--- src/rtl/core/mnrw_pkg.sv ---
// Shared types and constants of the multicast NACK receive window.
`default_nettype none

package mnrw_pkg;

  localparam int unsigned Window  = 32;
  localparam int unsigned NackCap = (Window < 32) ? Window : 32;
  localparam int unsigned IdxW    = $clog2(Window);
  localparam int unsigned PosW    = $clog2(Window + NackCap + 1);
  localparam int unsigned EmitW   = $clog2(NackCap + 1);

  typedef enum logic [1:0] {
    CmdData = 2'd0,
    CmdAck  = 2'd1,
    CmdSync = 2'd2
  } cmd_e;

  typedef enum logic [2:0] {
    KindAccepted = 3'd0,
    KindOld      = 3'd1,
    KindDup      = 3'd2,
    KindOutWin   = 3'd3,
    KindNack     = 3'd4,
    KindReply    = 3'd5,
    KindIgnored  = 3'd6
  } kind_e;

  typedef struct packed {
    kind_e       kind;
    logic [4:0]  slot;
    logic [31:0] seq_value;
    logic [5:0]  nack_count;
    logic        batch_complete;
    logic [5:0]  packet_count;
    logic        truncated;
    logic        last;
  } result_t;

  typedef struct packed {
    logic    load;
    result_t res;
  } res_req_t;

  typedef struct packed {
    logic [31:0] a;
    logic [31:0] b;
    logic        sub;
  } alu_req_t;

  typedef struct packed {
    logic [31:0] sum;
    logic        borrow;
  } alu_rsp_t;

endpackage

`default_nettype wire

--- src/rtl/core/mnrw_alu.sv ---
// Shared 32-bit add/subtract unit with borrow out.
`default_nettype none

module mnrw_alu (
  input  mnrw_pkg::alu_req_t req_i,
  output mnrw_pkg::alu_rsp_t rsp_o
);

  logic [32:0] total;

  assign total = {1'b0, req_i.a} + {1'b0, (req_i.sub ? ~req_i.b : req_i.b)}
               + {32'd0, req_i.sub};

  assign rsp_o.sum    = total[31:0];
  assign rsp_o.borrow = req_i.sub & ~total[32];

endmodule

`default_nettype wire

--- src/rtl/core/mnrw_ctrl.sv ---
// Sequencer, base sequence and received map of the receive window.
`default_nettype none

module mnrw_ctrl (
  input  wire                       clk_i,
  input  wire                       rst_ni,
  input  wire                       in_valid_i,
  output logic                      in_stall_o,
  input  wire [1:0]                 command_i,
  input  wire [31:0]                seq_number_i,
  input  wire                       out_free_i,
  output mnrw_pkg::res_req_t        res_o,
  output mnrw_pkg::alu_req_t        alu_req_o,
  input  mnrw_pkg::alu_rsp_t        alu_rsp_i
);

  typedef enum logic [3:0] {
    StIdle  = 4'b0001,
    StExec  = 4'b0010,
    StScan  = 4'b0100,
    StReply = 4'b1000
  } state_e;

  state_e                                state_q, state_d;
  logic [1:0]                            cmd_q, cmd_d;
  logic [31:0]                           seq_q, seq_d;
  logic [31:0]                           base_q, base_d;
  logic [mnrw_pkg::Window-1:0]           map_q, map_d;
  logic [31:0]                           span_q, span_d;
  logic [mnrw_pkg::PosW-1:0]             pos_q, pos_d;
  logic [mnrw_pkg::EmitW-1:0]            emit_q, emit_d;
  logic                                  drop_q, drop_d;
  logic                                  complete;

  assign in_stall_o = (state_q != StIdle);
  assign complete   = (emit_q == '0) && !drop_q && (span_q != 32'd0);

  always_comb begin
    state_d   = state_q;
    cmd_d     = cmd_q;
    seq_d     = seq_q;
    base_d    = base_q;
    map_d     = map_q;
    span_d    = span_q;
    pos_d     = pos_q;
    emit_d    = emit_q;
    drop_d    = drop_q;
    res_o     = '0;
    alu_req_o = '{a: seq_q, b: base_q, sub: 1'b1};

    unique case (state_q)
      StIdle: begin
        if (in_valid_i) begin
          cmd_d   = command_i;
          seq_d   = seq_number_i;
          state_d = StExec;
        end
      end
      StExec: begin
        unique case (cmd_q)
          mnrw_pkg::CmdData: begin
            if (out_free_i) begin
              res_o.load          = 1'b1;
              res_o.res.seq_value = seq_q;
              res_o.res.last      = 1'b1;
              if (alu_rsp_i.borrow) begin
                res_o.res.kind = mnrw_pkg::KindOld;
              end else if (alu_rsp_i.sum >= 32'(mnrw_pkg::Window)) begin
                res_o.res.kind = mnrw_pkg::KindOutWin;
              end else if (map_q[alu_rsp_i.sum[mnrw_pkg::IdxW-1:0]]) begin
                res_o.res.kind = mnrw_pkg::KindDup;
              end else begin
                res_o.res.kind = mnrw_pkg::KindAccepted;
                res_o.res.slot = 5'(alu_rsp_i.sum);
                map_d[alu_rsp_i.sum[mnrw_pkg::IdxW-1:0]] = 1'b1;
              end
              state_d = StIdle;
            end
          end
          mnrw_pkg::CmdAck: begin
            span_d  = alu_rsp_i.borrow ? 32'd0 : alu_rsp_i.sum;
            pos_d   = '0;
            emit_d  = '0;
            drop_d  = 1'b0;
            state_d = StScan;
          end
          default: begin
            if (out_free_i) begin
              res_o.load     = 1'b1;
              res_o.res.kind = mnrw_pkg::KindIgnored;
              res_o.res.last = 1'b1;
              state_d        = StIdle;
            end
          end
        endcase
      end
      StScan: begin
        // one window position per step; base + pos gives the nack sequence
        alu_req_o = '{a: base_q, b: 32'(pos_q), sub: 1'b0};
        if (32'(pos_q) >= span_q) begin
          state_d = StReply;
        end else if (pos_q < mnrw_pkg::PosW'(mnrw_pkg::Window) &&
                     map_q[pos_q[mnrw_pkg::IdxW-1:0]]) begin
          pos_d = pos_q + 1'b1;
        end else if (emit_q == mnrw_pkg::EmitW'(mnrw_pkg::NackCap)) begin
          // list full and another sequence missing: stop and flag it
          drop_d  = 1'b1;
          state_d = StReply;
        end else if (out_free_i) begin
          res_o.load          = 1'b1;
          res_o.res.kind      = mnrw_pkg::KindNack;
          res_o.res.seq_value = alu_rsp_i.sum;
          emit_d              = emit_q + 1'b1;
          pos_d               = pos_q + 1'b1;
        end
      end
      StReply: begin
        alu_req_o = '{a: seq_q, b: 32'd1, sub: 1'b0};
        if (out_free_i) begin
          res_o.load               = 1'b1;
          res_o.res.kind           = mnrw_pkg::KindReply;
          res_o.res.seq_value      = seq_q;
          res_o.res.nack_count     = 6'(emit_q);
          res_o.res.truncated      = drop_q;
          res_o.res.batch_complete = complete;
          res_o.res.packet_count   = complete ? 6'(span_q) : 6'd0;
          res_o.res.last           = 1'b1;
          if (complete) begin
            base_d = alu_rsp_i.sum;
            map_d  = '0;
          end
          state_d = StIdle;
        end
      end
      default: state_d = StIdle;
    endcase
  end

  always_ff @(posedge clk_i or negedge rst_ni) begin
    if (!rst_ni) begin
      state_q <= StIdle;
      base_q  <= 32'd1;
      map_q   <= '0;
      pos_q   <= '0;
      emit_q  <= '0;
      drop_q  <= 1'b0;
    end else begin
      state_q <= state_d;
      base_q  <= base_d;
      map_q   <= map_d;
      pos_q   <= pos_d;
      emit_q  <= emit_d;
      drop_q  <= drop_d;
    end
  end

  always_ff @(posedge clk_i) begin
    cmd_q  <= cmd_d;
    seq_q  <= seq_d;
    span_q <= span_d;
  end

endmodule

`default_nettype wire

--- src/rtl/core/multicast_nack_receiver_window.sv ---
// Top level of the multicast NACK receive window: sequencer, shared ALU, result register.
//
// Input channel: command_i / seq_number_i, transfer when in_valid_i is high and
// in_stall_o is low. Output channel: one result per transfer on kind_o, slot_o,
// seq_value_o, nack_count_o, batch_complete_o, packet_count_o, truncated_o and
// last_o; last_o marks the final result of an input item.
// Data and other packets pass through the execute state, where the shared
// add/subtract unit forms seq - base and the packet is classified, and then
// return to idle when the output register can take the result.
// An ack request forms the span in the execute state; the scan then covers at
// most the ack span, capped at Window + 32 positions, walking one position per
// cycle through the shared unit while no nack waits for the output, and emits
// one nack per missing position up to NackCap, flagging truncation past it; the
// scan ends, the reply state forms the reply and, for a completed batch, the new
// base, and the sequencer returns to idle.
// A single output register separates the channels; while the receiver stalls,
// the held result stays and the sequencer waits at the next result it has to
// send. After reset the base sequence is 1 and the received map is clear.
`default_nettype none

module multicast_nack_receiver_window (
  input  wire         clk_i,
  input  wire         rst_ni,
  input  wire         in_valid_i,
  output logic        in_stall_o,
  input  wire  [1:0]  command_i,
  input  wire  [31:0] seq_number_i,
  output logic        out_valid_o,
  input  wire         out_stall_i,
  output logic [2:0]  kind_o,
  output logic [4:0]  slot_o,
  output logic [31:0] seq_value_o,
  output logic [5:0]  nack_count_o,
  output logic        batch_complete_o,
  output logic [5:0]  packet_count_o,
  output logic        truncated_o,
  output logic        last_o
);

  mnrw_pkg::res_req_t res_req;
  mnrw_pkg::alu_req_t alu_req;
  mnrw_pkg::alu_rsp_t alu_rsp;
  mnrw_pkg::result_t  out_q;
  logic               out_valid_q, out_valid_d;
  logic               out_free;

  assign out_free = !out_valid_q || !out_stall_i;

  mnrw_ctrl u_ctrl (
    .clk_i        (clk_i),
    .rst_ni       (rst_ni),
    .in_valid_i   (in_valid_i),
    .in_stall_o   (in_stall_o),
    .command_i    (command_i),
    .seq_number_i (seq_number_i),
    .out_free_i   (out_free),
    .res_o        (res_req),
    .alu_req_o    (alu_req),
    .alu_rsp_i    (alu_rsp)
  );

  mnrw_alu u_alu (
    .req_i (alu_req),
    .rsp_o (alu_rsp)
  );

  always_comb begin
    out_valid_d = out_valid_q;
    if (res_req.load) begin
      out_valid_d = 1'b1;
    end else if (!out_stall_i) begin
      out_valid_d = 1'b0;
    end
  end

  always_ff @(posedge clk_i or negedge rst_ni) begin
    if (!rst_ni) begin
      out_valid_q <= 1'b0;
    end else begin
      out_valid_q <= out_valid_d;
    end
  end

  // hold the result while stalled
  always_ff @(posedge clk_i) begin
    if (res_req.load) begin
      out_q <= res_req.res;
    end
  end

  assign out_valid_o      = out_valid_q;
  assign kind_o           = out_q.kind;
  assign slot_o           = out_q.slot;
  assign seq_value_o      = out_q.seq_value;
  assign nack_count_o     = out_q.nack_count;
  assign batch_complete_o = out_q.batch_complete;
  assign packet_count_o   = out_q.packet_count;
  assign truncated_o      = out_q.truncated;
  assign last_o           = out_q.last;

endmodule

`default_nettype wire

--- config.mk ---
export PLATFORM = sky130hd
export DESIGN_NAME = multicast_nack_receiver_window
export DESIGN_NICKNAME = d
export VERILOG_FILES = /design/src/rtl/core/mnrw_pkg.sv /design/src/rtl/core/mnrw_alu.sv /design/src/rtl/core/mnrw_ctrl.sv /design/src/rtl/core/multicast_nack_receiver_window.sv
export SDC_FILE = /design/constraint.sdc
export NUM_CORES = 1
export LEC_CHECK = 0
export ABC_AREA = 1
export BUFFER_PORTS_ARGS = -buffer_cell sky130_fd_sc_hd__buf_4
export CORE_ASPECT_RATIO = 0.8
export CORE_MARGIN = 2
export CORE_UTILIZATION = 35
export DETAILED_ROUTE_END_ITERATION = 8
export PLACE_DENSITY = 0.57
export REMOVE_ABC_BUFFERS = 1
export SYNTH_ARGS = -nofsm -noshare
export SYNTH_HDL_FRONTEND = slang
export SYNTH_SLANG_ARGS = --single-unit
export TNS_END_PERCENT = 50
--- constraint.sdc ---
create_clock -name clk_i -period 5.3 [get_ports clk_i]
set_input_delay 1.06 -clock clk_i [delete_from_list [all_inputs] [get_ports clk_i]]
set_output_delay 1.06 -clock clk_i [all_outputs]
set_load 0.01 [all_outputs]
Word-level counts from Yosys, hierarchy flattened
Cells that the tools add are included.

cells by class
  $mul = 0
  reduce and logical (&&, ||, !) cells = 23
  multiplexer cells = 68
  divide/modulo/power cells = 0
  shift operators = 0
  bitwise logic cells = 7
  equality and inequality tests = 26
  add/sub/neg operators = 4
  $lt $le $gt $ge = 6

operators by type and width
  cell                 number
  $mux 32              13
  $pmux 65 s2          1
  $pmux 32 s3          1
  $pmux 32 s2          1
  $mux 4               12
  $mux 47              1
  $mux 41              1
  $mux 6               6
  $mux 7               5
  $add 32x32->33       1
  $add 33x1->33        1
  $ge 32x6->1 const B  1
  $ge 7x32->1          1
  $not 32->32          1
  $or 32x32->32        1
  $reduce_bool 32->1   1
  $ne 2x2->1 const B   12
  $pmux 4 s4           1
  $mux 5               3
  $pmux 7 s2           1
  $lt 5x6->1 const B   2
  $pmux 4 s3           1
  $pmux 6 s2           1
  $mux 1               11
  other kinds (34)     54

storage, ports and cells
  input bits = 38
  latch bits = 0
  memories = 0
  bits in read-only memories = 0
  bits in registers = 204
  memory bits (writable) = 0
  output and inout port bits = 57
  logic and storage cells = 152

Longest topological paths before layout
  word-level depth = 17
  gate-level depth with buffers = 31
  depth with buffers taken out = 28

Cells and area by module
A second synthesis with hierarchy kept.

second synthesis, totals
  cell total of the unflattened synthesis = 1,659
  area, all modules = 12,695.9 sq um

modules (own cells, without submodules)
  module                          instances  sequential area each (sq um)  area an instance (sq um)  cells each
  mnrw_ctrl                       1          4,036.4                       8,469.4                   1,121
  mnrw_alu                        1          0.0                           2,533.7                   479
  multicast_nack_receiver_window  1          1,676.6                       1,692.9                   59

Least setup slack after synthesis
OpenSTA, ideal clock, no wires.

  path type = input to register
  start = input port out_stall_i
  end = register out_q (netlist bit batch_complete_o), enable pin
  path buffers = 0
  data arrival time = 4.117 ns
  path slack = 0.700 ns
  library setup time = 0.483 ns
  stages on the path = 5
  required time = 4.817 ns
  cell sequence = nand2_1 -> inv_1 -> nor2_1 -> inv_1 -> o211ai_1

between the ends
  cells in the longest elaborated chain, start to end = 7
  elaborated cells between the ends (all ways) = 11
  those cells by class = mux: 9; reduce/logical: 2

RTL lines
  element                 line                                  source
  start: declaration      multicast_nack_receiver_window.sv:29  input wire out_stall_i,
  $logic_not 1->1 *       -
  $logic_or 1x1->1 *      multicast_nack_receiver_window.sv:47  assign out_free = !out_valid_q || !out_stall_i;
  $mux 4                  mnrw_ctrl.sv:109                      end else if (out_free_i) begin
  $mux 4                  mnrw_ctrl.sv:105                      end else if (emit_q == mnrw_pkg::EmitW'(mnrw_pkg::NackCap)) begin
  $mux 4                  mnrw_ctrl.sv:102                      end else if (pos_q < mnrw_pkg::PosW'(mnrw_pkg::Window) &&
  $mux 4                  mnrw_ctrl.sv:100                      if (32'(pos_q) >= span_q) begin
  $pmux 4 s3 *            mnrw_ctrl.sv:51                       unique case (state_q)
  end signal: assignment  multicast_nack_receiver_window.sv:87  out_q <= res_req.res;
  end: declaration        multicast_nack_receiver_window.sv:43  mnrw_pkg::result_t out_q;

Every way passes the cells marked *; elsewhere a longest branch is shown, timed or not.
A chain may end at the register's enable or synchronous reset.

Final worst setup path
  start = register u_ctrl.state_q[1]
  end = register out_q (netlist bit slot_o[3]) (data pin)

between the ends
  cells in the longest elaborated chain, start to end = 9
  elaborated cells between the ends (all ways) = 15
  those cells by class = add/sub: 2; order compare: 1; eq/ne: 3; mux: 4; bitwise: 4; reduce/logical: 1

RTL lines
  element                                                                 line              source
  start: declaration                                                      mnrw_ctrl.sv:24   state_e state_q, state_d;
  start signal: assignment                                                mnrw_ctrl.sv:141  state_q <= StIdle;
  start signal: assignment                                                mnrw_ctrl.sv:148  state_q <= state_d;
  parallel branches: the longest is 9 deep, another holds $add 32x32->33  -

Several ways; the timed one is not identified. The select of a mux whose other input is x is not followed.

==> reports/qor.yml <==
status: "complete, no violations"
clkSinkCount: 204
rsz0062_at_grt: "no"
row_count: 61
vias: 11220
cts_root_buffer: "clkbuf_16"
ys_ff_latch: 204
track_usage_pct: 22.01
finalWeightedCongestion: 0.9421
worstPathRequired_ns: 5.70
synth_cells: 1584
grt_busiest_layer: "met1"
insertion_delay_ns: 0.55
yosysSeqAreaShare_pct: 46.74
cts_setup_buffers: 0
setup_viol: 0
wl_per_cell_um: 18.26
grt_max_degree: 51
yosys-top-cells-area: "edfxtp_1, dfrtp_1, nand2_1"
drive_gt1_share_pct: 11.81
design_area_mm2: 0.01438
grtUsageMet2_pct: 30.15
yosysTopAreaCell: "edfxtp_1"
synth_top_area_share_pct: 29.73
switching_share_pct: 43.75
total_power_w: 0.007163
relSlewSlack_pct: 23.29
power_frac_seq_pct: 32.1
area_delta_synth_final_pct: 17.68
grt_pass1_wl_um: 61330
nets: 1764
clockBufferDepth: 3
cts_tree: "yes"
synthFlopType: "edfxtp_1"
numCtsBuffers: 24
numPlacedInstances: 2130
ys_async_sr_fraction_pct: 40.69
grt_overflow: 0
post-place-ws_ns: 0.3719
postRouteWirelength_um: 39700
fmax_mhz: 199.9
ys_types: 50
skew_ns: 0.02446
layout_commonest_cell: "nand2_1"
power.density_mw_per_mm2: 498.0
pwr-share-comb_pct: 44.6
fin_ws_ns: 0.2974
period_share_pct: 94.39
grt_pass1_vias: 10470
grtUsageMet3_pct: 3.286
die_w_um: 212.9
met1_usage_pct: 35.43
drc: 0
io_buffers: 94
h-tree-depth: 1
cts_hold_buf: 0
dpl_cell_area_mm2: 0.01359
worstSetupPathType: "reg2reg"
coreArea_mm2: 0.03457
post_cts_resize_count: 0
layout.cells.non_filler: 2174
antenna_found_initial: 0
final_max_slew_viol_count: 0
mostFrequentLayoutCells: "nand2_1, inv_1, nor2_1, buf_4, edfxtp_1"
worst_slew_pin_slew_ns: 1.151
dp_hpwl_um: 28670
drtIter0Drc: 1246
n_antenna_cell: 0
worstPathArrival_ns: 5.40
dieArea_mm2: 0.03644
crit_fanout: 16
intPower_w: 0.004029
finalHoldViolCount: 0
ant_nets: 0
firstDrtPassIters: 6
drv_cap: 0
yosysWarnings: 0
synth.cell_area_mm2: 0.01222
die_y_um: 171.1
power_leakage_nw: 6.700
vias_per_cell: 5.159
period_needed_ns: 5.003
syn_area_per_cell_um2: 7.717
clk_pin_slew_ns: 0.06
ioPinCount: 95
vdd_drop_max_mv: 0.2033
hold_class: "reg2reg"
synth_edf_count: 121
p_switching_w: 0.003134
power.share.clock_pct: 23.3
start_kind: "register"
critPathCaptureType: "register"
initial_core_util_pct: 35.35
[kinds of logic after synthesis]
logic type	Yosys count	synth area share [%]
AOI/OAI and AO/OA	252	11.17
xor gates and xnor gates	17	1.341
adders and majority gates	42	4.361
buffers and inverters	268	8.507
DFF	204	46.74
and+or+nand+nor	801	27.88
[synthesized netlist by cell type, drive strengths merged (10+ instances only)]
master  number
nand2      448
inv        210
nor2       182
edfxtp     121
o21ai      108
a21oi       87
dfrtp       81
nand3       76
nand4       49
ha          41
clkbuf      38
o22ai       32
nor3        23
xor2        14
buf         13
nor4        10
[worst paths after layout]
path	start	end	slack (ns)	depth (start not counted)
setup / recovery	u_ctrl.state_q[1]	slot_o[3]	0.30	18
min in group asynchronous	rst_ni	u_ctrl.base_q[13]	0.60	1
max in group asynchronous	rst_ni	u_ctrl.pos_q[0]	3.69	2
setup reg to reg	u_ctrl.state_q[1]	slot_o[3]	0.30	18
hold / removal	u_ctrl.map_q[14]	u_ctrl.map_q[14]	0.47	2
hold reg to reg	u_ctrl.map_q[14]	u_ctrl.map_q[14]	0.47	2
[layout make-up]
class                   count  area (µm²)
well taps                 472       590.6
flip-flops and latches    204        5713
inverters                 217       814.5
repair buffers            125       975.9
clock inverters            12       112.6
fillers                  3518       20190
multi-input cells        1112        5505
clock buffers              32       671.9
[power groups by stage]
stage               clock network, W  registers [W]  logic [W]
CTS                          0.00171        0.00230    0.00317
detailed placement                 0        0.00232    0.00316
finish                       0.00167        0.00230    0.00320
global placement                   0        0.00232    0.00314
global route                 0.00177        0.00233    0.00355
floorplan                          0        0.00231    0.00196
[registers in the layout (all words and copies together), names as in the netlist]
| name | flops |
|---|---|
| last_o | 1 |
| u_ctrl.seq_q | 32 |
| batch_complete_o | 1 |
| truncated_o | 1 |
| u_ctrl.emit_q | 6 |
| u_ctrl.cmd_q | 2 |
| u_ctrl.base_q | 32 |
| u_ctrl.span_q | 32 |
| u_ctrl.pos_q | 7 |
| seq_value_o | 32 |
| packet_count_o | 6 |
| kind_o | 3 |
| u_ctrl.state_q | 4 |
| u_ctrl.map_q | 32 |
| nack_count_o | 6 |
| out_valid_o | 1 |
| u_ctrl.drop_q | 1 |
| slot_o | 5 |
[per-layer routing]
| metal | up-vias | part of all wire [%] | wire length [µm] |
|---|---|---|---|
| met5 | - | 0 | 0 |
| met4 | 0 | 2.0 | 781 |
| met3 | 50 | 7.8 | 3104 |
| met2 | 455 | 39 | 15370 |
| met1 | 5284 | 51 | 20440 |
| li1 | 5427 | - | - |
[through the flow]
stage	hold WS (ns)	setup TNS, ns	utilization, %
floorplan	0.4419	-8.694	-
global placement	0.4577	0	39.31
detailed placement	0.4584	0	39.31
CTS	0.4731	0	41.58
global route	0.4845	0	41.60
finish	0.4709	0	41.60
[critical path: stages (launching register included)]
cell and delay [ns]:
dfrtp_1 0.40, nor2_2 0.21, nand2_2 0.25, nand2_2 0.28
buf_4 0.29, nor2_1 0.07, ha_1 0.37, a21oi_1 0.34
o21ai_0 0.22, a21oi_1 0.33, nand2_1 0.23, nand2_1 0.10
nand2_1 0.09, nor2_1 0.30, nand3_1 0.12, nor3_1 0.43
nand4_2 0.28, or2_1 0.39, nor2_1 0.15
No activity file was read; power rests on OpenSTA's default activity.
